[config.mk]
export PLATFORM = sky130hd
export DESIGN_NAME = clip_playback_queue
export DESIGN_NICKNAME = d
export VERILOG_FILES = /design/src/hw/rtl/cpq_pkg.sv /design/src/hw/rtl/cpq_ctrl.sv /design/src/hw/rtl/cpq_datapath.sv /design/src/hw/rtl/clip_playback_queue.sv
export SDC_FILE = /design/constraint.sdc
export NUM_CORES = 1
export LEC_CHECK = 0
export ABC_CLOCK_PERIOD_IN_PS = 14920
export BUFFER_PORTS_ARGS = -buffer_cell sky130_fd_sc_hd__buf_2
export CAP_MARGIN = 25
export CELL_PAD_IN_SITES_DETAIL_PLACEMENT = 2
export CELL_PAD_IN_SITES_GLOBAL_PLACEMENT = 2
export CORE_ASPECT_RATIO = 0.5
export CORE_MARGIN = 2
export CORE_UTILIZATION = 41
export DETAILED_ROUTE_END_ITERATION = 8
export GPL_TIMING_DRIVEN = 0
export PLACE_DENSITY_LB_ADDON = 0.1
export RECOVER_POWER = 50
export SLEW_MARGIN = 5
export SYNTH_ARGS = -nofsm -noshare
export SYNTH_HDL_FRONTEND = slang
export SYNTH_SLANG_ARGS = --single-unit
[constraint.sdc]
create_clock -name clock -period 14.92 [get_ports clock]
set_input_delay 1.492 -clock clock [delete_from_list [all_inputs] [get_ports clock]]
set_output_delay 1.492 -clock clock [all_outputs]
set_load 0.02 [all_outputs]
[src/hw/rtl/cpq_pkg.sv]
// Package: shared widths, action codes, engine status codes and command struct.
`default_nettype none

package cpq_pkg;

   localparam int CLIP_W  = 16;
   localparam int STAT_W  = 4;
   localparam int CUR_W   = 17;
   localparam int TICK_W  = 18;
   localparam int LIMIT_W = 16;
   localparam int ACT_W   = 3;

   localparam int QUEUE_DEPTH_DEFAULT = 6;
   localparam logic [LIMIT_W-1:0] TIMEOUT_RESET = 16'd5400;

   localparam logic signed [STAT_W-1:0] STATUS_IDLE    = -4'sd1;
   localparam logic signed [STAT_W-1:0] STATUS_PLAYING = 4'sd2;

   typedef enum logic [ACT_W-1:0] {
      ACT_TICK    = 3'd0,
      ACT_ENQUEUE = 3'd1,
      ACT_SCHED   = 3'd2,
      ACT_CLEAR   = 3'd3,
      ACT_ACK     = 3'd4
   } act_type;

   typedef enum logic {
      CTL_EMPTY,
      CTL_HOLD
   } ctl_state_type;

   typedef struct packed {
      logic step;
      logic do_tick;
      logic do_enq;
      logic do_sched;
      logic do_clear;
      logic do_ack;
      logic cfg_write;
   } cmd_type;

endpackage

`default_nettype wire

[src/hw/rtl/cpq_ctrl.sv]
// Controller: request handshake, action decode and result hold state machine.
`default_nettype none

module cpq_ctrl
   import cpq_pkg::*;
(
   input  wire logic             clock,
   input  wire logic             reset,
   input  wire logic             req_valid,
   output logic                  req_stall,
   input  wire logic [ACT_W-1:0] req_action,
   output logic                  rsp_valid,
   input  wire logic             rsp_stall,
   input  wire logic             csr_valid,
   input  wire logic             csr_ready,
   output cmd_type               cmd
);

   ctl_state_type state_ff, state_in;
   logic          accept;

   // hold the state register
   always_ff @(posedge clock) begin
      if (reset) begin
         state_ff <= CTL_EMPTY;
      end else begin
         state_ff <= state_in;
      end
   end

   // advance on accept, drop the result once taken
   always_comb begin
      req_stall = (state_ff == CTL_HOLD) && rsp_stall;
      rsp_valid = (state_ff == CTL_HOLD);
      accept    = req_valid && !req_stall;
      state_in  = state_ff;
      unique case (state_ff)
         CTL_EMPTY: begin
            if (accept) state_in = CTL_HOLD;
         end
         CTL_HOLD: begin
            if (!accept && !rsp_stall) state_in = CTL_EMPTY;
         end
         default: state_in = CTL_EMPTY;
      endcase
   end

   // decode the action of an accepted request
   always_comb begin
      cmd           = '0;
      cmd.step      = accept;
      cmd.cfg_write = csr_valid && csr_ready;
      unique case (req_action)
         ACT_TICK:    cmd.do_tick  = accept;
         ACT_ENQUEUE: cmd.do_enq   = accept;
         ACT_SCHED:   cmd.do_sched = accept;
         ACT_CLEAR:   cmd.do_clear = accept;
         ACT_ACK:     cmd.do_ack   = accept;
         default: ;
      endcase
   end

endmodule

`default_nettype wire

[src/hw/rtl/cpq_datapath.sv]
// Datapath: clip queue, tick counters, pending enqueue and result registers.
`default_nettype none

module cpq_datapath
   import cpq_pkg::*;
#(
   parameter int QUEUE_DEPTH = QUEUE_DEPTH_DEFAULT
)
(
   input  wire logic                     clock,
   input  wire logic                     reset,
   input  wire cmd_type                  cmd,
   input  wire logic [CLIP_W-1:0]        req_clip_id,
   input  wire logic [CLIP_W-1:0]        req_delay_ticks,
   input  wire logic signed [STAT_W-1:0] req_engine_status,
   input  wire logic [LIMIT_W-1:0]       csr_timeout_limit,
   output logic                          rsp_start_request,
   output logic [CLIP_W-1:0]             rsp_start_clip,
   output logic                          rsp_stop_request,
   output logic signed [CUR_W-1:0]       rsp_current_clip,
   output logic                          rsp_finished_pulse,
   output logic                          rsp_started_pulse,
   output logic                          rsp_is_playing,
   output logic                          rsp_first_play_match,
   output logic                          rsp_finished_match,
   output logic                          rsp_enqueue_ok,
   output logic signed [STAT_W-1:0]      rsp_last_status
);

   localparam int CNT_W = $clog2(QUEUE_DEPTH + 1);

   // architectural state
   logic [CLIP_W-1:0]        queue_ff [QUEUE_DEPTH];
   logic [CLIP_W-1:0]        queue_in [QUEUE_DEPTH];
   logic [CLIP_W-1:0]        q_push   [QUEUE_DEPTH];
   logic [CLIP_W-1:0]        q_shift  [QUEUE_DEPTH];
   logic [CNT_W-1:0]         count_ff, count_in;
   logic signed [STAT_W-1:0] prev_ff, prev_in;
   logic signed [CUR_W-1:0]  playing_ff, playing_in;
   logic signed [CUR_W-1:0]  retired_ff, retired_in;
   logic                     rflag_ff, rflag_in;
   logic                     sflag_ff, sflag_in;
   logic signed [TICK_W-1:0] play_ff, play_in;
   logic signed [TICK_W-1:0] elap_ff, elap_in;
   logic [CLIP_W-1:0]        pclip_ff, pclip_in;
   logic [CLIP_W-1:0]        pdelay_ff, pdelay_in;
   logic [LIMIT_W-1:0]       limit_ff;

   // per-request working values
   logic                     push_req, push_ok, counting, timeout, retire, start;
   logic [CLIP_W-1:0]        push_data, head;
   logic [CNT_W-1:0]         count_push, count_ret;
   logic signed [TICK_W-1:0] play_inc, elap_inc;
   logic                     start_req, stop_req, fin_match, enq_ok;
   logic [CLIP_W-1:0]        start_clip;

   // compute next state and result of one request
   always_comb begin
      queue_in   = queue_ff;
      count_in   = count_ff;
      prev_in    = prev_ff;
      playing_in = playing_ff;
      retired_in = retired_ff;
      rflag_in   = rflag_ff;
      sflag_in   = sflag_ff;
      play_in    = play_ff;
      elap_in    = elap_ff;
      pclip_in   = pclip_ff;
      pdelay_in  = pdelay_ff;
      start_req  = 1'b0;
      start_clip = '0;
      stop_req   = 1'b0;
      fin_match  = 1'b0;
      enq_ok     = 1'b0;

      // push path shared by enqueue and the expiring delayed enqueue
      push_req  = cmd.do_enq || (cmd.do_tick && (pdelay_ff == CLIP_W'(1)));
      push_data = cmd.do_tick ? pclip_ff : req_clip_id;
      push_ok   = push_req && (count_ff != CNT_W'(QUEUE_DEPTH));
      count_push = count_ff + CNT_W'(push_ok);
      for (int i = 0; i < QUEUE_DEPTH; i++) begin
         q_push[i] = (push_ok && (count_ff == CNT_W'(i))) ? push_data : queue_ff[i];
      end
      for (int i = 0; i < QUEUE_DEPTH - 1; i++) begin
         q_shift[i] = q_push[i + 1];
      end
      q_shift[QUEUE_DEPTH - 1] = q_push[QUEUE_DEPTH - 1];

      // tick counters and retire decision
      counting = !play_ff[TICK_W-1] && (count_push != '0) && (prev_ff != STATUS_IDLE);
      play_inc = play_ff + TICK_W'(prev_ff == STATUS_PLAYING);
      elap_inc = elap_ff + TICK_W'(1);
      timeout  = counting && (elap_inc > $signed({2'b00, limit_ff}));
      retire   = counting && ((req_engine_status == STATUS_IDLE) || timeout);
      count_ret = count_push - CNT_W'(retire);
      start    = (req_engine_status == STATUS_IDLE) && (count_ret != '0);
      head     = retire ? q_shift[0] : q_push[0];

      if (cmd.do_tick) begin
         if (pdelay_ff != '0) pdelay_in = pdelay_ff - CLIP_W'(1);
         queue_in = retire ? q_shift : q_push;
         count_in = count_ret;
         prev_in  = req_engine_status;
         rflag_in = retire;
         sflag_in = start;
         stop_req = timeout;
         if (counting) begin
            play_in = play_inc;
            elap_in = elap_inc;
         end
         if (retire) begin
            playing_in = -17'sd1;
            retired_in = $signed({1'b0, q_push[0]});
            play_in    = -18'sd1;
            elap_in    = -18'sd1;
         end
         if (start) begin
            play_in    = '0;
            elap_in    = '0;
            playing_in = $signed({1'b0, head});
            start_req  = 1'b1;
            start_clip = head;
         end
      end else if (cmd.do_enq) begin
         queue_in = q_push;
         count_in = count_push;
         enq_ok   = push_ok;
      end else if (cmd.do_sched) begin
         pclip_in  = req_clip_id;
         pdelay_in = req_delay_ticks;
      end else if (cmd.do_clear) begin
         count_in   = '0;
         prev_in    = STATUS_IDLE;
         playing_in = -17'sd1;
         retired_in = -17'sd1;
         rflag_in   = 1'b0;
         sflag_in   = 1'b0;
         play_in    = -18'sd1;
         elap_in    = -18'sd1;
         pclip_in   = '0;
         pdelay_in  = '0;
         stop_req   = (req_engine_status != STATUS_IDLE);
      end else if (cmd.do_ack) begin
         if (rflag_ff && (retired_ff == $signed({1'b0, req_clip_id}))) begin
            retired_in = -17'sd1;
            fin_match  = 1'b1;
         end
      end
   end

   // hold the control state, update on each accepted request; the timeout limit on a register write
   always_ff @(posedge clock) begin
      if (reset) begin
         count_ff   <= '0;
         prev_ff    <= '0;
         playing_ff <= -17'sd1;
         retired_ff <= -17'sd1;
         rflag_ff   <= 1'b0;
         sflag_ff   <= 1'b0;
         play_ff    <= '0;
         elap_ff    <= '0;
         pclip_ff   <= '0;
         pdelay_ff  <= '0;
         limit_ff   <= TIMEOUT_RESET;
      end else begin
         if (cmd.step) begin
            count_ff   <= count_in;
            prev_ff    <= prev_in;
            playing_ff <= playing_in;
            retired_ff <= retired_in;
            rflag_ff   <= rflag_in;
            sflag_ff   <= sflag_in;
            play_ff    <= play_in;
            elap_ff    <= elap_in;
            pclip_ff   <= pclip_in;
            pdelay_ff  <= pdelay_in;
         end
         if (cmd.cfg_write) limit_ff <= csr_timeout_limit;
      end
   end

   // queue entries and result registers carry no reset
   always_ff @(posedge clock) begin
      if (cmd.step) begin
         queue_ff             <= queue_in;
         rsp_start_request    <= start_req;
         rsp_start_clip       <= start_clip;
         rsp_stop_request     <= stop_req;
         rsp_current_clip     <= playing_in;
         rsp_finished_pulse   <= rflag_in;
         rsp_started_pulse    <= sflag_in;
         rsp_is_playing       <= (play_in > 18'sd0);
         rsp_first_play_match <= (playing_in == $signed({1'b0, req_clip_id}))
                                 && (play_in == 18'sd1);
         rsp_finished_match   <= fin_match;
         rsp_enqueue_ok       <= enq_ok;
         rsp_last_status      <= prev_in;
      end
   end

   // fill count stays within the queue depth
   a_count_range: assert property (@(posedge clock) disable iff (reset)
      count_ff <= CNT_W'(QUEUE_DEPTH))
      else $error("queue count beyond depth");

   // play ticks never run ahead of elapsed ticks
   a_play_le_elap: assert property (@(posedge clock) disable iff (reset)
      play_ff <= elap_ff)
      else $error("play ticks exceed elapsed ticks");

   // a started clip is a real clip id
   a_start_valid: assert property (@(posedge clock) disable iff (reset)
      (cmd.step && cmd.do_tick && start) |=> !playing_ff[CUR_W-1])
      else $error("started clip left playing clip empty");

   // state holds while no request is taken
   a_hold: assert property (@(posedge clock) disable iff (reset)
      !cmd.step |=> ($stable(count_ff) && $stable(play_ff) && $stable(pdelay_ff)))
      else $error("state changed without a request");

endmodule

`default_nettype wire

[src/hw/rtl/clip_playback_queue.sv]
// Top level: clip playback queue with request, response and timeout register port.
`default_nettype none

// One request is taken per clock cycle; the result appears in the response
// register on the next cycle, and a new request is taken in the same cycle that
// the waiting response is taken, so the sustained rate is one request per
// cycle; each accepted request updates the queue, the tick counters and the
// pending enqueue. A held response stalls the request side.
// The timeout register resets to 5400 and may be written at any time the block
// is idle; csr_ready is always high.

module clip_playback_queue
   import cpq_pkg::*;
#(
   parameter int QUEUE_DEPTH = QUEUE_DEPTH_DEFAULT
)
(
   input  wire logic                     clock,
   input  wire logic                     reset,
   input  wire logic                     req_valid,
   output logic                          req_stall,
   input  wire logic [ACT_W-1:0]         req_action,
   input  wire logic [CLIP_W-1:0]        req_clip_id,
   input  wire logic [CLIP_W-1:0]        req_delay_ticks,
   input  wire logic signed [STAT_W-1:0] req_engine_status,
   output logic                          rsp_valid,
   input  wire logic                     rsp_stall,
   output logic                          rsp_start_request,
   output logic [CLIP_W-1:0]             rsp_start_clip,
   output logic                          rsp_stop_request,
   output logic signed [CUR_W-1:0]       rsp_current_clip,
   output logic                          rsp_finished_pulse,
   output logic                          rsp_started_pulse,
   output logic                          rsp_is_playing,
   output logic                          rsp_first_play_match,
   output logic                          rsp_finished_match,
   output logic                          rsp_enqueue_ok,
   output logic signed [STAT_W-1:0]      rsp_last_status,
   input  wire logic                     csr_valid,
   output logic                          csr_ready,
   input  wire logic [LIMIT_W-1:0]       csr_timeout_limit
);

   cmd_type cmd;

   // register writes are always taken
   assign csr_ready = 1'b1;

   cpq_ctrl u_ctrl (
      .clock      (clock),
      .reset      (reset),
      .req_valid  (req_valid),
      .req_stall  (req_stall),
      .req_action (req_action),
      .rsp_valid  (rsp_valid),
      .rsp_stall  (rsp_stall),
      .csr_valid  (csr_valid),
      .csr_ready  (csr_ready),
      .cmd        (cmd)
   );

   cpq_datapath #(
      .QUEUE_DEPTH (QUEUE_DEPTH)
   ) u_datapath (
      .clock                (clock),
      .reset                (reset),
      .cmd                  (cmd),
      .req_clip_id          (req_clip_id),
      .req_delay_ticks      (req_delay_ticks),
      .req_engine_status    (req_engine_status),
      .csr_timeout_limit    (csr_timeout_limit),
      .rsp_start_request    (rsp_start_request),
      .rsp_start_clip       (rsp_start_clip),
      .rsp_stop_request     (rsp_stop_request),
      .rsp_current_clip     (rsp_current_clip),
      .rsp_finished_pulse   (rsp_finished_pulse),
      .rsp_started_pulse    (rsp_started_pulse),
      .rsp_is_playing       (rsp_is_playing),
      .rsp_first_play_match (rsp_first_play_match),
      .rsp_finished_match   (rsp_finished_match),
      .rsp_enqueue_ok       (rsp_enqueue_ok),
      .rsp_last_status      (rsp_last_status)
   );

endmodule

`default_nettype wire
==> results of run 1 <==
final timing paths:
kind                                     endpoint  slack, ps
setup / recovery  u_datapath.rsp_first_play_match       3940
hold / removal                u_datapath.sflag_ff        500
setup reg to reg  u_datapath.rsp_first_play_match       4660
hold reg to reg               u_datapath.sflag_ff        500
area by class of cell:
type / instances / area [µm²]
Fill cell: 3635 / 17400
Sequential cell: 269 / 6797
Multi-Input combinational cell: 1097 / 6439
Clock buffer: 37 / 733.2
Tap cell: 441 / 551.8
Timing Repair Buffer: 109 / 490.5
Buffer: 107 / 455.4
Inverter: 58 / 220.2
Clock inverter: 13 / 137.6
cell families (layout without fill, tap and decap cells):
kind of cell,count (synthesis),in the layout,share of synthesized area (%)
adder cells (fa/ha/maj),26,26,2.339
flip-flops,269,269,48.86
other,1,1,0.02696
AND/OR/NAND/NOR,511,511,17.02
XOR/XNOR,37,37,2.330
multiplexers,33,33,2.411
buffers and inverters,165,324,4.848
AO/OA/AOI/OAI,489,489,22.16
per-stage QoR:
stage,cells,hold slack (ps)
floorplan,1531,422.9
global placement,2076,451.5
detailed placement,2078,481.6
CTS,2128,495.7
global route,2131,505.3
finish,2131,495.6
cells in the mapped netlist (8+ instances only):
cell	n
sky130_fd_sc_hd__nor2_1	173
sky130_fd_sc_hd__a21oi_1	157
sky130_fd_sc_hd__nand2_1	154
sky130_fd_sc_hd__edfxtp_1	141
sky130_fd_sc_hd__dfxtp_1	128
sky130_fd_sc_hd__o21ai_0	87
sky130_fd_sc_hd__clkbuf_1	79
sky130_fd_sc_hd__o22ai_1	73
sky130_fd_sc_hd__inv_1	56
sky130_fd_sc_hd__nor3_1	45
sky130_fd_sc_hd__mux2i_1	31
sky130_fd_sc_hd__nand3_1	29
sky130_fd_sc_hd__ha_1	26
sky130_fd_sc_hd__xnor2_1	26
sky130_fd_sc_hd__o211ai_1	24
sky130_fd_sc_hd__nand4_1	22
sky130_fd_sc_hd__o221ai_1	18
sky130_fd_sc_hd__or2_2	16
sky130_fd_sc_hd__a221oi_1	14
sky130_fd_sc_hd__a31oi_1	14
sky130_fd_sc_hd__buf_2	14
sky130_fd_sc_hd__o21a_1	14
sky130_fd_sc_hd__and2_1	13
sky130_fd_sc_hd__a211oi_1	11
sky130_fd_sc_hd__a22oi_1	11
sky130_fd_sc_hd__xor2_1	11
sky130_fd_sc_hd__and3_1	10
sky130_fd_sc_hd__o31a_1	10
sky130_fd_sc_hd__nor4_1	8
sky130_fd_sc_hd__or3_1	8
power by group through the flow:
stage          Sequential [µW]  Combinational, µW  Clock, µW
2_1_floorplan              835               99.5          0
3_3_place_gp               834                159          0
3_5_place_dp               834                171          0
4_1_cts                    818                174        714
5_1_grt                    822                188        744
6_report                   820                173        702
metal layers:
layer	vias up	wire (µm)
met5	-	0
met4	0	1792
met3	124	2744
met2	377	27370
met1	6716	23930
li1	5951	-
worst reg2reg max path, stage by stage (launching register included):
cell and delay (ps):
sky130_fd_sc_hd__dfxtp_1 380, sky130_fd_sc_hd__a21bo_1 240, sky130_fd_sc_hd__nor2_1 150, sky130_fd_sc_hd__nand2_1 130, sky130_fd_sc_hd__clkinvlp_2 1200, sky130_fd_sc_hd__nand2_1 630
sky130_fd_sc_hd__a31oi_1 120, sky130_fd_sc_hd__ha_1 220, sky130_fd_sc_hd__ha_1 250, sky130_fd_sc_hd__xor2_1 280, sky130_fd_sc_hd__o31a_1 430, sky130_fd_sc_hd__o21ai_0 250
sky130_fd_sc_hd__a211o_1 380, sky130_fd_sc_hd__buf_2 240, sky130_fd_sc_hd__nand2_1 290, sky130_fd_sc_hd__clkbuf_1 580, sky130_fd_sc_hd__ha_1 270, sky130_fd_sc_hd__ha_1 240
sky130_fd_sc_hd__xnor2_1 100, sky130_fd_sc_hd__a31oi_1 550, sky130_fd_sc_hd__nand2_1 470, sky130_fd_sc_hd__inv_2 370, sky130_fd_sc_hd__buf_2 390, sky130_fd_sc_hd__buf_1 510
sky130_fd_sc_hd__a31oi_1 230, sky130_fd_sc_hd__a221o_1 300, sky130_fd_sc_hd__a2111oi_0 540, sky130_fd_sc_hd__and4_1 350
registers in the layout, indices dropped and copies added, names as in the netlist, 3 cells and up:
name                         count
u_datapath.count_ff              3
u_datapath.elap_ff              18
u_datapath.limit_ff             16
u_datapath.pclip_ff             16
u_datapath.pdelay_ff            16
u_datapath.play_ff              18
u_datapath.playing_ff           17
u_datapath.prev_ff               4
u_datapath.queue_ff             96
u_datapath.retired_ff           17
u_datapath.rsp_current_clip     17
u_datapath.rsp_last_status       4
u_datapath.rsp_start_clip       16
==> reports/results.md, run 1 <==
| Parameter | This run |
|---|---|
| Sequential share of power | 48.4% |
| Class of the tightest hold or removal check | reg2reg |
| Syn nets | 1617 |
| Proportion of register bits with asynchronous set or reset after synthesis | 0% |
| Failing checks | capacitance limit, slew limit |
| Die W | 264.5 µm |
| Count of TritonRoute iterations in the first routing pass | 7 |
| Top cells by area in the synthesized netlist | sky130_fd_sc_hd__edfxtp_1 30%, sky130_fd_sc_hd__dfxtp_1 18%, sky130_fd_sc_hd__a21oi_1 5.6%, sky130_fd_sc_hd__nor2_1 4.7%, sky130_fd_sc_hd__nand2_1 4.2% |
| Internal power component | 1238 µW |
| Top cell family by delay on the critical path | buffers and inverters |
| Switching share of total power | 26.95% |
| Source of the critical timing path | req_valid |
| Combined buffer and inverter count along the critical path | 7 |
| Worst stage delay on the critical path | 1200 ps |
| Routability-driven placement congestion ratio | 0.9244 |
| Transition time at the pin with the least slew margin | 3670 ps |
| Synth warnings | 0 |
| Overall routed net length | 55830 µm |
| Initial Utilization | 41.86% |
| Sequential area share after synthesis | 48.86% |
| Final-report hold violation count | 0 |
| Worst vdd rail ir drop | 0.00009011 V |
| Leading cell types in the layout, fill and taps excluded | 173 x sky130_fd_sc_hd__nor2_1, 157 x sky130_fd_sc_hd__a21oi_1, 154 x sky130_fd_sc_hd__nand2_1 |
| Fraction of layout instances using a drive strength above 1 | 9.172% |
| Clk network pwr share | 41.4% |
| Number of global-route vias before repair | 14460 |
| Slew margin rel. | -144.7% |
| Total core area | 0.03323 mm² |
| Standard cell area after detailed placement | 0.01503 mm² |
| Avg Cell Area, Syn | 9.085 µm² |
| Launch instance of the worst min-delay path | u_datapath.sflag_ff |
| Worst-case clock skew | 33.55 ps |
| Master of the slowest instance on the critical path | sky130_fd_sc_hd__clkinvlp_2 |
| Data required time of the critical path | 15320 ps |
| TritonCTS clock tree | yes |
| Top_reg_cell synth | sky130_fd_sc_hd__edfxtp_1 |
| Reg2reg start | u_ctrl.rsp_valid |
| Post-layout worst setup margin | 3944 ps |
| Proportion of netlist area held by the largest area contributor | 30.44% |
| Number of vias per cell after detailed routing | 6.179 |
| Most used routing layer in global routing | met2 |
| Result of the run | finished, violations left |
| RSZ-0062 raised after global routing | no |
| Power per Cell Area | 107.1 mW/mm² |
| DRC | 0 |
| Net count of the finished layout | 1755 |
| Met2 track utilization from global routing | 55.13% |
| Kind of launch point of the worst setup path | input pin |
| Largest net degree at the start of global routing | 68 |
| Final worst path period need | 10980 ps |
| Max-capacitance violation count | 3 |
| Static leakage | 0.005784 µW |
| Number of slew-limit violations in the final report | 145 |
| Number of cells traversed by the worst register-to-register path | 27 |
| # H-tree levels | 1 |
| Startpoint-to-endpoint class of the critical path | in2reg |
| Instance count on the critical path | 28 |
| Combinational fraction of design power | 10.2% |
| Number of distinct standard cells referenced by the synthesized netlist | 74 |
| Total standard cell area after synthesis | 0.01391 mm² |
| Longest Clk Path Bufs | 3 |
| I/O pin total | 108 |
| Buffers on Ports | 104 |
| Drt wl/cell | 26.20 µm |
| Cell count of the worst hold path | 2 |
| Number of buffers inserted by post-CTS setup repair | 0 |
| Layout area overhead | 13.76% |
| Final antenna diode count | 0 |
| Commonest non-fill, non-tap cell in the layout | sky130_fd_sc_hd__nor2_1 |
| Initial drt markers | 1021 |
| Number of standard-cell rows in the floorplan | 47 |
| Die Footprint | 0.03550 mm² |
| Count of nets left with antenna violations after detail routing | 0 |
| Cell taking the most area after synthesis | sky130_fd_sc_hd__edfxtp_1 |
| Global-route wire length before repair | 86030 µm |
| End-of-flow core utilization | 47.63% |
| Critical path fanouts, max | 35 |
| Post-cts hold buffer count | 0 |
| Achievable frequency | 91.11 MHz |
| PnR Total Power | 1695 µW |
| Number of antenna violations at the first check in global routing | 0 |
| Clock net sink count | 269 |
| Arrival time at the worst endpoint | 11380 ps |
| Nature of the critical path endpoint | flop |
| Vias after detailed routing | 13170 |
| Post-route cell area | 0.01582 mm² |
| Net switching power | 456.9 µW |
| Number of flops mapped to enable cells by yosys | 141 |
| Insertion delay to the later sink of the worst-skew pair | 580 ps |
| Count of cells resized by post-cts repair | 0 |
| Clock root cell | sky130_fd_sc_hd__clkbuf_16 |
| Number of buffers inserted during clock tree synthesis | 27 |
| Detailed-placement wirelength estimate | 41180 µm |
| Chip Height | 134.2 µm |
| Global-route met1 utilization | 39.21% |
| Worst setup timing slack at the placement stage | 4683 ps |
| Clock-pin slew of the registers on the worst-case setup and hold paths | 70 ps |
| Post-Syn Instances | 1531 |
| Flip-flop and latch count after synthesis | 269 |
| Fin crit share | 73.57% |
| Met3 usage in global routing | 5.140% |
| Setup-failing EPs final | 0 |
| Global-route total usage across every layer | 31.35% |
| Aggregate global routing overflow | 0 |
| Summed negative setup slack over all endpoints | 0 ps |
No activity file was read; power rests on OpenSTA's default activity.
==> run 2, diff against run 1 <==
--- a/config.mk
+++ b/config.mk
@@ -5,14 +5,15 @@
 export SDC_FILE = /design/constraint.sdc
 export NUM_CORES = 1
 export LEC_CHECK = 0
-export ABC_CLOCK_PERIOD_IN_PS = 14920
+export ABC_AREA = 1
+export ABC_CLOCK_PERIOD_IN_PS = 9700
 export BUFFER_PORTS_ARGS = -buffer_cell sky130_fd_sc_hd__buf_2
 export CAP_MARGIN = 25
 export CELL_PAD_IN_SITES_DETAIL_PLACEMENT = 2
 export CELL_PAD_IN_SITES_GLOBAL_PLACEMENT = 2
 export CORE_ASPECT_RATIO = 0.5
 export CORE_MARGIN = 2
-export CORE_UTILIZATION = 41
+export CORE_UTILIZATION = 33
 export DETAILED_ROUTE_END_ITERATION = 8
 export GPL_TIMING_DRIVEN = 0
 export PLACE_DENSITY_LB_ADDON = 0.1
==> constraint.sdc (replaced) <==
create_clock -name clock -period 9.7 [get_ports clock]
set_input_delay 0.97 -clock clock [delete_from_list [all_inputs] [get_ports clock]]
set_output_delay 0.97 -clock clock [all_outputs]
set_load 0.02 [all_outputs]
==> run 2 against run 1 <==
The flow still finishes with violations (capacitance limit, slew limit). Flip-flop and latch count unchanged. Count of clock-buffer cells in the layout up 4. Synthesized cell count up 17%. Global-route usage down 8.1 points. Design area up 3.5%. Highest routed layer unchanged.
==> reports/results.md, run 2 <==
| Parameter | This run | Delta |
|---|---|---|
| Result of the run | finished, violations left |  |
| Failing checks | capacitance limit, slew limit |  |
| Number of cells traversed by the worst register-to-register path | 33 | +22% |
| Largest register by flop count | u_datapath.queue_ff |  |
| RSZ-0062 raised after global routing | no |  |
| Commonest non-fill, non-tap cell in the layout | sky130_fd_sc_hd__nand2_1 |  |
| Worst-case clock skew | 22.95 ps | -10.60 ps |
| Arrival time at the worst endpoint | 8590 ps | -2790 ps |
| Data required time of the critical path | 10120 ps | -5200 ps |
| Fraction of layout instances using a drive strength above 1 | 10.52% | +1.3 points |
| Standard cell area after detailed placement | 0.01559 mm² | +3.7% |
| Initial Utilization | 33.75% | -8.1 points |
| Proportion of register bits with asynchronous set or reset after synthesis | 0% | unchanged |
| Filler instances | 4923 | +35% |
| Largest net degree at the start of global routing | 65 | -4.4% |
| Chip Height | 151.2 µm | +13% |
| Summed negative setup slack over all endpoints | 0 ps | unchanged |
| Cell count of the worst hold path | 2 | unchanged |
| Post-cts hold buffer count | 0 | unchanged |
| Number of buffers inserted by post-CTS setup repair | 0 | unchanged |
| Class of the tightest hold or removal check | reg2reg |  |
| Post-Syn Instances | 1789 | +17% |
| Overall routed net length | 51600 µm | -7.6% |
| Layout area overhead | 14.50% |  |
| Buffers on Ports | 105 | +0.96% |
| Number of buffers inserted during clock tree synthesis | 28 | +3.7% |
| Global-route total usage across every layer | 23.22% | -8.1 points |
| Number of slew-limit violations in the final report | 65 | -55% |
| Number of vias per cell after detailed routing | 5.102 | -17% |
| Max-capacitance violation count | 1 | -2 |
| Flip-flop and latch count after synthesis | 269 | unchanged |
| Post-layout worst setup margin | 1533 ps | -2410 ps |
| Count leader, synth | sky130_fd_sc_hd__nand2_1 |  |
| Uppermost layer routed | met4 |  |
| Global-route wire length before repair | 80930 µm | -5.9% |
| Number of flops mapped to enable cells by yosys | 141 | unchanged |
| Routability-driven placement congestion ratio | 0.8182 | -11% |
| Kind of launch point of the worst setup path | input pin |  |
| Die Footprint | 0.04512 mm² | +27% |
| Clock-pin slew of the registers on the worst-case setup and hold paths | 70 ps | about the same |
| Leading registers by flop count | u_datapath.queue_ff: 96 flops, u_datapath.elap_ff: 18 flops, u_datapath.play_ff: 18 flops |  |
| # H-tree levels | 1 | unchanged |
| Final-report hold violation count | 0 | unchanged |
| Setup-failing EPs final | 0 | unchanged |
| Number of standard cells in the layout, taps in and fillers out | 2526 | +19% |
| Sequential area share after synthesis | 47.52% | -1.3 points |
| Reg2reg start | u_ctrl.rsp_valid |  |
| Critical path fanouts, max | 48 | +37% |
| Total core area | 0.04237 mm² | +28% |
| Slew margin rel. | -129.1% | +16 points |
| Die W | 298.4 µm | +13% |
| Net count of the finished layout | 2013 | +15% |
| Post-route cell area | 0.01637 mm² | +3.5% |
| Count of cells resized by post-cts repair | 0 | unchanged |
| Worst setup timing slack at the placement stage | 1809 ps | -2874 ps |
| Launch instance of the worst min-delay path | u_datapath.limit_ff[15] |  |
| Avg Cell Area, Syn | 7.994 µm² | -12% |
| Proportion of netlist area held by the largest area contributor | 29.61% | -0.83 points |
| Clock root cell | sky130_fd_sc_hd__clkbuf_16 |  |
| Transition time at the pin with the least slew margin | 3436 ps | -234.1 ps |
| Worst vdd rail ir drop | 0.0001245 V | +38% |
| Cell taking the most area after synthesis | sky130_fd_sc_hd__edfxtp_1 |  |
| Number of standard-cell rows in the floorplan | 53 | +13% |
| Leading cell types in the layout, fill and taps excluded | 431 x sky130_fd_sc_hd__nand2_1, 181 x sky130_fd_sc_hd__inv_1, 169 x sky130_fd_sc_hd__o21ai_0 |  |
| Static leakage | 0.006886 µW | +19% |
| Worst stage delay on the critical path | 750 ps | -450 ps |
| Number of global-route vias before repair | 13790 | -4.6% |
| TritonCTS clock tree | yes |  |
| Nature of the critical path endpoint | flop |  |
| Routed length on met3 | 1234 µm | -55% |
| Most used standard cells in the synthesized netlist | 431 x sky130_fd_sc_hd__nand2_1, 178 x sky130_fd_sc_hd__inv_1, 168 x sky130_fd_sc_hd__o21ai_0 |  |
| Master of the slowest instance on the critical path | sky130_fd_sc_hd__nor2_1 |  |
| Placed cells | 2474 | +19% |
| Total standard cell area after synthesis | 0.01430 mm² | +2.8% |
| Top cells by area in the synthesized netlist | sky130_fd_sc_hd__edfxtp_1 30%, sky130_fd_sc_hd__dfxtp_1 18%, sky130_fd_sc_hd__nand2_1 11%, sky130_fd_sc_hd__o21ai_0 5.9%, sky130_fd_sc_hd__a21oi_1 5.3% |  |
| DRC | 0 | unchanged |
| Count of TritonRoute iterations in the first routing pass | 7 | unchanged |
| Detailed-placement wirelength estimate | 39310 µm | -4.5% |
| Number of distinct standard cells referenced by the synthesized netlist | 52 | -30% |
| Achievable frequency | 122.4 MHz |  |
| Power per Cell Area | 166.4 mW/mm² | +55% |
| Final worst path period need | 8167 ps |  |
| Crit-path most repeated cell | sky130_fd_sc_hd__nand2_1 |  |
| Number of antenna violations at the first check in global routing | 0 | unchanged |
| Startpoint-to-endpoint class of the critical path | in2reg |  |
| Insertion delay to the later sink of the worst-skew pair | 570 ps | about the same |
| Clock net sink count | 269 | unchanged |
| Worst hold slack after final layout | 463.2 ps | -32.39 ps |
| Wire length on met1 | 24440 µm | +2.1% |
| Count of nets left with antenna violations after detail routing | 0 | unchanged |
| Initial drt markers | 616 | -40% |
| Drt wl/cell | 20.43 µm | -22% |
| Longest Clk Path Bufs | 3 | unchanged |
| Aggregate global routing overflow | 0 | unchanged |
| Fin crit share | 84.19% |  |
| Routed length on met2 | 24970 µm | -8.7% |
| Minimum setup slack among reg-to-reg paths | 1740 ps | -2920 ps |
| Vias after detailed routing | 12890 | -2.1% |
| Destination of the worst hold path | u_datapath.limit_ff[15] |  |
| Final antenna diode count | 0 | unchanged |
| Syn nets | 1875 | +16% |
| Max FFs per register | 96 | unchanged |
| Synth warnings | 0 | unchanged |
| Top_reg_cell synth | sky130_fd_sc_hd__edfxtp_1 |  |
| Capturing point of the worst reg2reg path | u_datapath.rsp_first_play_match |  |
| I/O pin total | 108 | unchanged |
## run 2: changes by cell type in the layout (fill, tap and decap cells not counted), sizes merged, moves of 21 or more
cell,change
o21ai,+111
nand2,+293
nand3,+67
nor3,-26
inv,+140
o22ai,-62
nor2,-42
clkbuf,-21
xor2,+21
## run 2: report_power, final
group / switching (µW) / total (µW) / internal [µW]
Clock: 492 / 1110 / 617
Combinational: 244 / 346 / 103
Sequential: 26.0 / 1270 / 1240
Total: 761 / 2720 / 1960
## run 2: cell type report
class | instances | area, µm² | share of cell area (%)
clock inverter | 11 | 112.6 | 0.6877
clock buffer | 41 | 789.5 | 4.822
tap | 577 | 721.9 | 4.409
multi-input combinational | 1233 | 6306 | 38.51
inverter | 199 | 747.0 | 4.562
sequential | 269 | 6797 | 41.51
buffer | 88 | 420.4 | 2.567
timing repair buffer | 108 | 480.5 | 2.934
## run 2: metrics by stage
step	util (%)	total power, µW
floorplan	-	1510
global placement	36.69	1632
detailed placement	36.80	1642
CTS	38.93	2759
global route	38.64	2845
finish	38.64	2724
## run 2: logic make-up after synthesis
group | Yosys count | share of synthesized area (%)
muxes | 17 | 1.190
other | 1 | 0.02622
and+or+nand+nor | 738 | 22.56
DFF | 269 | 47.52
buffers and inverters | 287 | 8.233
adders and majority gates | 26 | 2.275
xor gates and xnor gates | 40 | 2.450
AOI/OAI and AO/OA | 411 | 15.74
## run 2: worst max-delay path, delay by kind of cell
family / cells / cell delay, ps
buf+inv: 7 / 1300
simple gates: 20 / 4980
compound gates: 1 / 160
xor+xnor: 2 / 370
fa+ha+maj: 4 / 730
## run 2: per-layer routing
| layer | vias to the layer above | track usage [%] |
|---|---|---|
| li1 | 6244 | - |
| met1 | 6443 | 30.91 |
| met2 | 148 | 41.14 |
| met3 | 52 | 2.424 |
| met4 | 0 | 4.648 |
| met5 | - | 0 |
## run 2: how the worst max path moves through the flow
stage / cells past startpoint / slack [ps] / start / end
after floorplan: 31 / 4310 / rsp_stall / u_datapath.rsp_is_playing
after global placement: 34 / 2000 / rsp_stall / u_datapath.rsp_first_play_match
after detailed placement: 34 / 1810 / rsp_stall / u_datapath.rsp_first_play_match
after CTS: 34 / 2330 / rsp_stall / u_datapath.rsp_first_play_match
after global routing: 12 / 1040 / rsp_stall / u_datapath.queue_ff[23]
final: 34 / 1530 / rsp_stall / u_datapath.rsp_first_play_match
==> run 3, diff against run 2 <==
--- a/config.mk
+++ b/config.mk
@@ -5,15 +5,15 @@
 export SDC_FILE = /design/constraint.sdc
 export NUM_CORES = 1
 export LEC_CHECK = 0
-export ABC_AREA = 1
-export ABC_CLOCK_PERIOD_IN_PS = 9700
+export ABC_AREA = 0
+export ABC_CLOCK_PERIOD_IN_PS = 8100
 export BUFFER_PORTS_ARGS = -buffer_cell sky130_fd_sc_hd__buf_2
 export CAP_MARGIN = 25
 export CELL_PAD_IN_SITES_DETAIL_PLACEMENT = 2
 export CELL_PAD_IN_SITES_GLOBAL_PLACEMENT = 2
 export CORE_ASPECT_RATIO = 0.5
 export CORE_MARGIN = 2
-export CORE_UTILIZATION = 33
+export CORE_UTILIZATION = 38
 export DETAILED_ROUTE_END_ITERATION = 8
 export GPL_TIMING_DRIVEN = 0
 export PLACE_DENSITY_LB_ADDON = 0.1
==> constraint.sdc (replaced) <==
create_clock -name clock -period 8.1 [get_ports clock]
set_input_delay 0.81 -clock clock [delete_from_list [all_inputs] [get_ports clock]]
set_output_delay 0.81 -clock clock [all_outputs]
set_load 0.02 [all_outputs]
==> run 3 against run 2 <==
Sequential power increased by 19%. Critical path depth decreased by 6. Count of clock-buffer cells in the layout down 4. Largest cell class unchanged. The run still ends with capacitance limit, slew limit left.
==> reports/results.md, run 3 (synthesis results as in run 1) <==
| Parameter | This run | Delta |
|---|---|---|
| Commonest non-fill, non-tap cell in the layout | sky130_fd_sc_hd__nor2_1 |  |
| Max-capacitance violation count | 3 | +2 |
| Die Footprint | 0.03824 mm² | -15% |
| Sequential cell area | 0.006797 mm² | unchanged |
| Worst vdd rail ir drop | 0.0001474 V | +18% |
| Sequential share of power | 47.9% | +1.3 points |
| Power per Cell Area | 197.1 mW/mm² | +18% |
| Insertion delay to the later sink of the worst-skew pair | 590 ps | +20 ps |
| DRC | 0 | unchanged |
| Standard cell area after detailed placement | 0.01510 mm² | -3.2% |
| Filler instances | 3986 | -19% |
| I/O pin total | 108 | unchanged |
| Initial drt markers | 837 | +36% |
| Post-layout worst setup margin | 414.3 ps | -1119 ps |
| Number of slew-limit violations in the final report | 126 | +94% |
| Startpoint-to-endpoint class of the critical path | reg2reg |  |
| Critical path fanouts, max | 10 | -79% |
| Total area of multi-input combinational cells | 0.006481 mm² | +2.8% |
| Layout area overhead | 14.91% |  |
| Worst stage delay on the critical path | 580 ps | -170 ps |
| Slew margin rel. | -70.26% | +59 points |
| Data required time of the critical path | 8380 ps | -1740 ps |
| Total core area | 0.03599 mm² | -15% |
| Minimum setup slack among reg-to-reg paths | 410 ps | -1330 ps |
| Achievable frequency | 130.1 MHz |  |
| Cell count of the worst hold path | 2 | unchanged |
| Transition time at the pin with the least slew margin | 2554 ps | -881.8 ps |
| Arrival time at the worst endpoint | 7960 ps | -630 ps |
| Net switching power | 843.7 µW | +11% |
| # H-tree levels | 1 | unchanged |
| Launch instance of the worst min-delay path | u_datapath.retired_ff[16] |  |
| Result of the run | finished, violations left |  |
| Initial Utilization | 38.65% | +4.9 points |
| Reg2reg start | u_datapath.pdelay_ff[2] |  |
| Leading registers by flop count | u_datapath.queue_ff: 96 flops, u_datapath.elap_ff: 18 flops, u_datapath.play_ff: 18 flops |  |
| Static leakage | 0.005826 µW | -15% |
| Overall routed net length | 56320 µm | +9.1% |
| Number of vias per cell after detailed routing | 6.015 | +18% |
| Post-route cell area | 0.01598 mm² | -2.4% |
| Number of antenna violations at the first check in global routing | 0 | unchanged |
| Summed negative setup slack over all endpoints | 0 ps | unchanged |
| Die W | 274.6 µm | -8.0% |
| Failing checks | capacitance limit, slew limit |  |
| Crit-path most repeated cell | sky130_fd_sc_hd__ha_1 |  |
| Post-cts hold buffer count | 0 | unchanged |
| Worst-case clock skew | 30.90 ps | +7.950 ps |
| Number of cells traversed by the worst register-to-register path | 28 | -15% |
| Setup-failing EPs final | 0 | unchanged |
| Max FFs per register | 96 | unchanged |
| Capturing point of the worst reg2reg path | u_datapath.rsp_is_playing |  |
| Worst setup timing slack at the placement stage | -1453 ps | -3262 ps |
| TritonCTS clock tree | yes |  |
| Count of nets left with antenna violations after detail routing | 0 | unchanged |
| Longest Clk Path Bufs | 3 | unchanged |
| Global-route wire length before repair | 85670 µm | +5.9% |
| Clk network pwr share | 41.7% | +1.0 points |
| Global-route total usage across every layer | 29.09% | +5.9 points |
| RSZ-0062 raised after global routing | no |  |
| End-of-flow core utilization | 44.41% | +5.8 points |
| Internal power component | 2306 µW | +17% |
| Number of buffers inserted during clock tree synthesis | 27 | -3.6% |
| Final worst path period need | 7686 ps |  |
| Final antenna diode count | 0 | unchanged |
| Routability-driven placement congestion ratio | 0.8800 | +7.6% |
| Clock net sink count | 269 | unchanged |
| Drt wl/cell | 25.86 µm | +27% |
| Chip Height | 139.3 µm | -7.9% |
| Aggregate global routing overflow | 0 | unchanged |
| Nature of the critical path endpoint | flop |  |
| Switching share of total power | 26.79% | -1.2 points |
| Detailed-placement wirelength estimate | 42150 µm | +7.2% |
| Fin crit share | 94.89% |  |
| Clock root cell | sky130_fd_sc_hd__clkbuf_16 |  |
| Combinational fraction of design power | 10.3% | -2.4 points |
| Number of standard cells in the layout, taps in and fillers out | 2178 | -14% |
| Net count of the finished layout | 1759 | -13% |
| Master of the slowest instance on the critical path | sky130_fd_sc_hd__or4_1 |  |
| Number of global-route vias before repair | 14130 | +2.4% |
| Buffers on Ports | 104 | -0.95% |
| Fraction of layout instances using a drive strength above 1 | 9.681% | -0.84 points |
| Clock-pin slew of the registers on the worst-case setup and hold paths | 70 ps | about the same |
| Vias after detailed routing | 13100 | +1.7% |
| Leading cell types in the layout, fill and taps excluded | 173 x sky130_fd_sc_hd__nor2_1, 157 x sky130_fd_sc_hd__a21oi_1, 153 x sky130_fd_sc_hd__nand2_1 |  |
| Largest net degree at the start of global routing | 43 | -34% |
| Placed cells | 2122 | -14% |
| Kind of launch point of the worst setup path | flop |  |
| Count of TritonRoute iterations in the first routing pass | 5 | -2 |
| Number of standard-cell rows in the floorplan | 49 | -7.5% |
| Destination of the worst hold path | u_datapath.retired_ff[16] |  |
| Final-report hold violation count | 0 | unchanged |
| Class of the tightest hold or removal check | reg2reg |  |
| Largest register by flop count | u_datapath.queue_ff |  |
run 3: changes by cell type in the layout (fill, tap and decap cells not counted), sizes merged, moves of 17 or more:
cell	change
nand2	-293
nor3	+26
inv	-142
o211ai	+17
xor2	-21
o221ai	+17
o22ai	+62
nand3	-67
clkbuf	+23
o21ai	-111
nor2	+42
xnor2	+18
run 3: power groups by stage:
stage | logic, µW | registers [µW] | clock network, µW
after CTS | 327 | 1510 | 1330
final | 326 | 1510 | 1320
after global placement | 297 | 1530 | 0
after global routing | 354 | 1510 | 1390
after detailed placement | 319 | 1540 | 0
after floorplan | 183 | 1540 | 0
run 3: worst max path at each step:
stage / cells after the start / slack, ps / to / startpoint
final: 28 / 410 / u_datapath.rsp_is_playing / u_datapath.pdelay_ff[2]
after global routing: 28 / 7 / u_datapath.rsp_is_playing / u_datapath.pdelay_ff[2]
after CTS: 27 / 20 / u_datapath.rsp_first_play_match / u_datapath.pdelay_ff[2]
after detailed placement: 28 / -1450 / u_datapath.rsp_first_play_match / rsp_stall
after global placement: 28 / -2850 / u_datapath.rsp_first_play_match / req_valid
after floorplan: 27 / 480 / u_datapath.rsp_first_play_match / req_action[1]
run 3: metrics by stage:
stage | power, µW | hold slack (ps)
after detailed placement | 1855 | 446.3
after CTS | 3166 | 452.7
final | 3150 | 457.4
after global routing | 3257 | 475.7
after global placement | 1832 | 441.9
after floorplan | 1721 | 422.9
run 3: cell type report:
cell class	instances	share of cell area, %
inverters	58	1.409
flip-flops and latches	269	42.52
repair buffers	113	3.233
multi-input cells	1097	40.55
clock inverters	13	0.8297
clock buffers	37	4.775
well taps	484	3.789
plain buffers	107	2.896
run 3: timing repair:
action | 4_1_cts | 5_1_grt
pin swaps | 1 | 1
gates resized for setup | 8 | 8
buffers inserted | 2 | 1
endpoints found under the setup margin | 65 | 11
run 3: critical path: cells and delay by family, from the launching register on:
family	cells	cell delay (ps)
simple gates	8	2140
compound gates	8	2000
buf+inv	6	1580
fa+ha+maj	4	850
xor+xnor	2	430
flops	1	370
run 3: metal layers:
metal	vias up	part of all wire, %	track usage, %
li1	5954	-	-
met4	0	3.1	9.010
met1	6762	44	37.74
met3	111	4.0	3.865
met5	-	0	0
met2	274	49	50.40
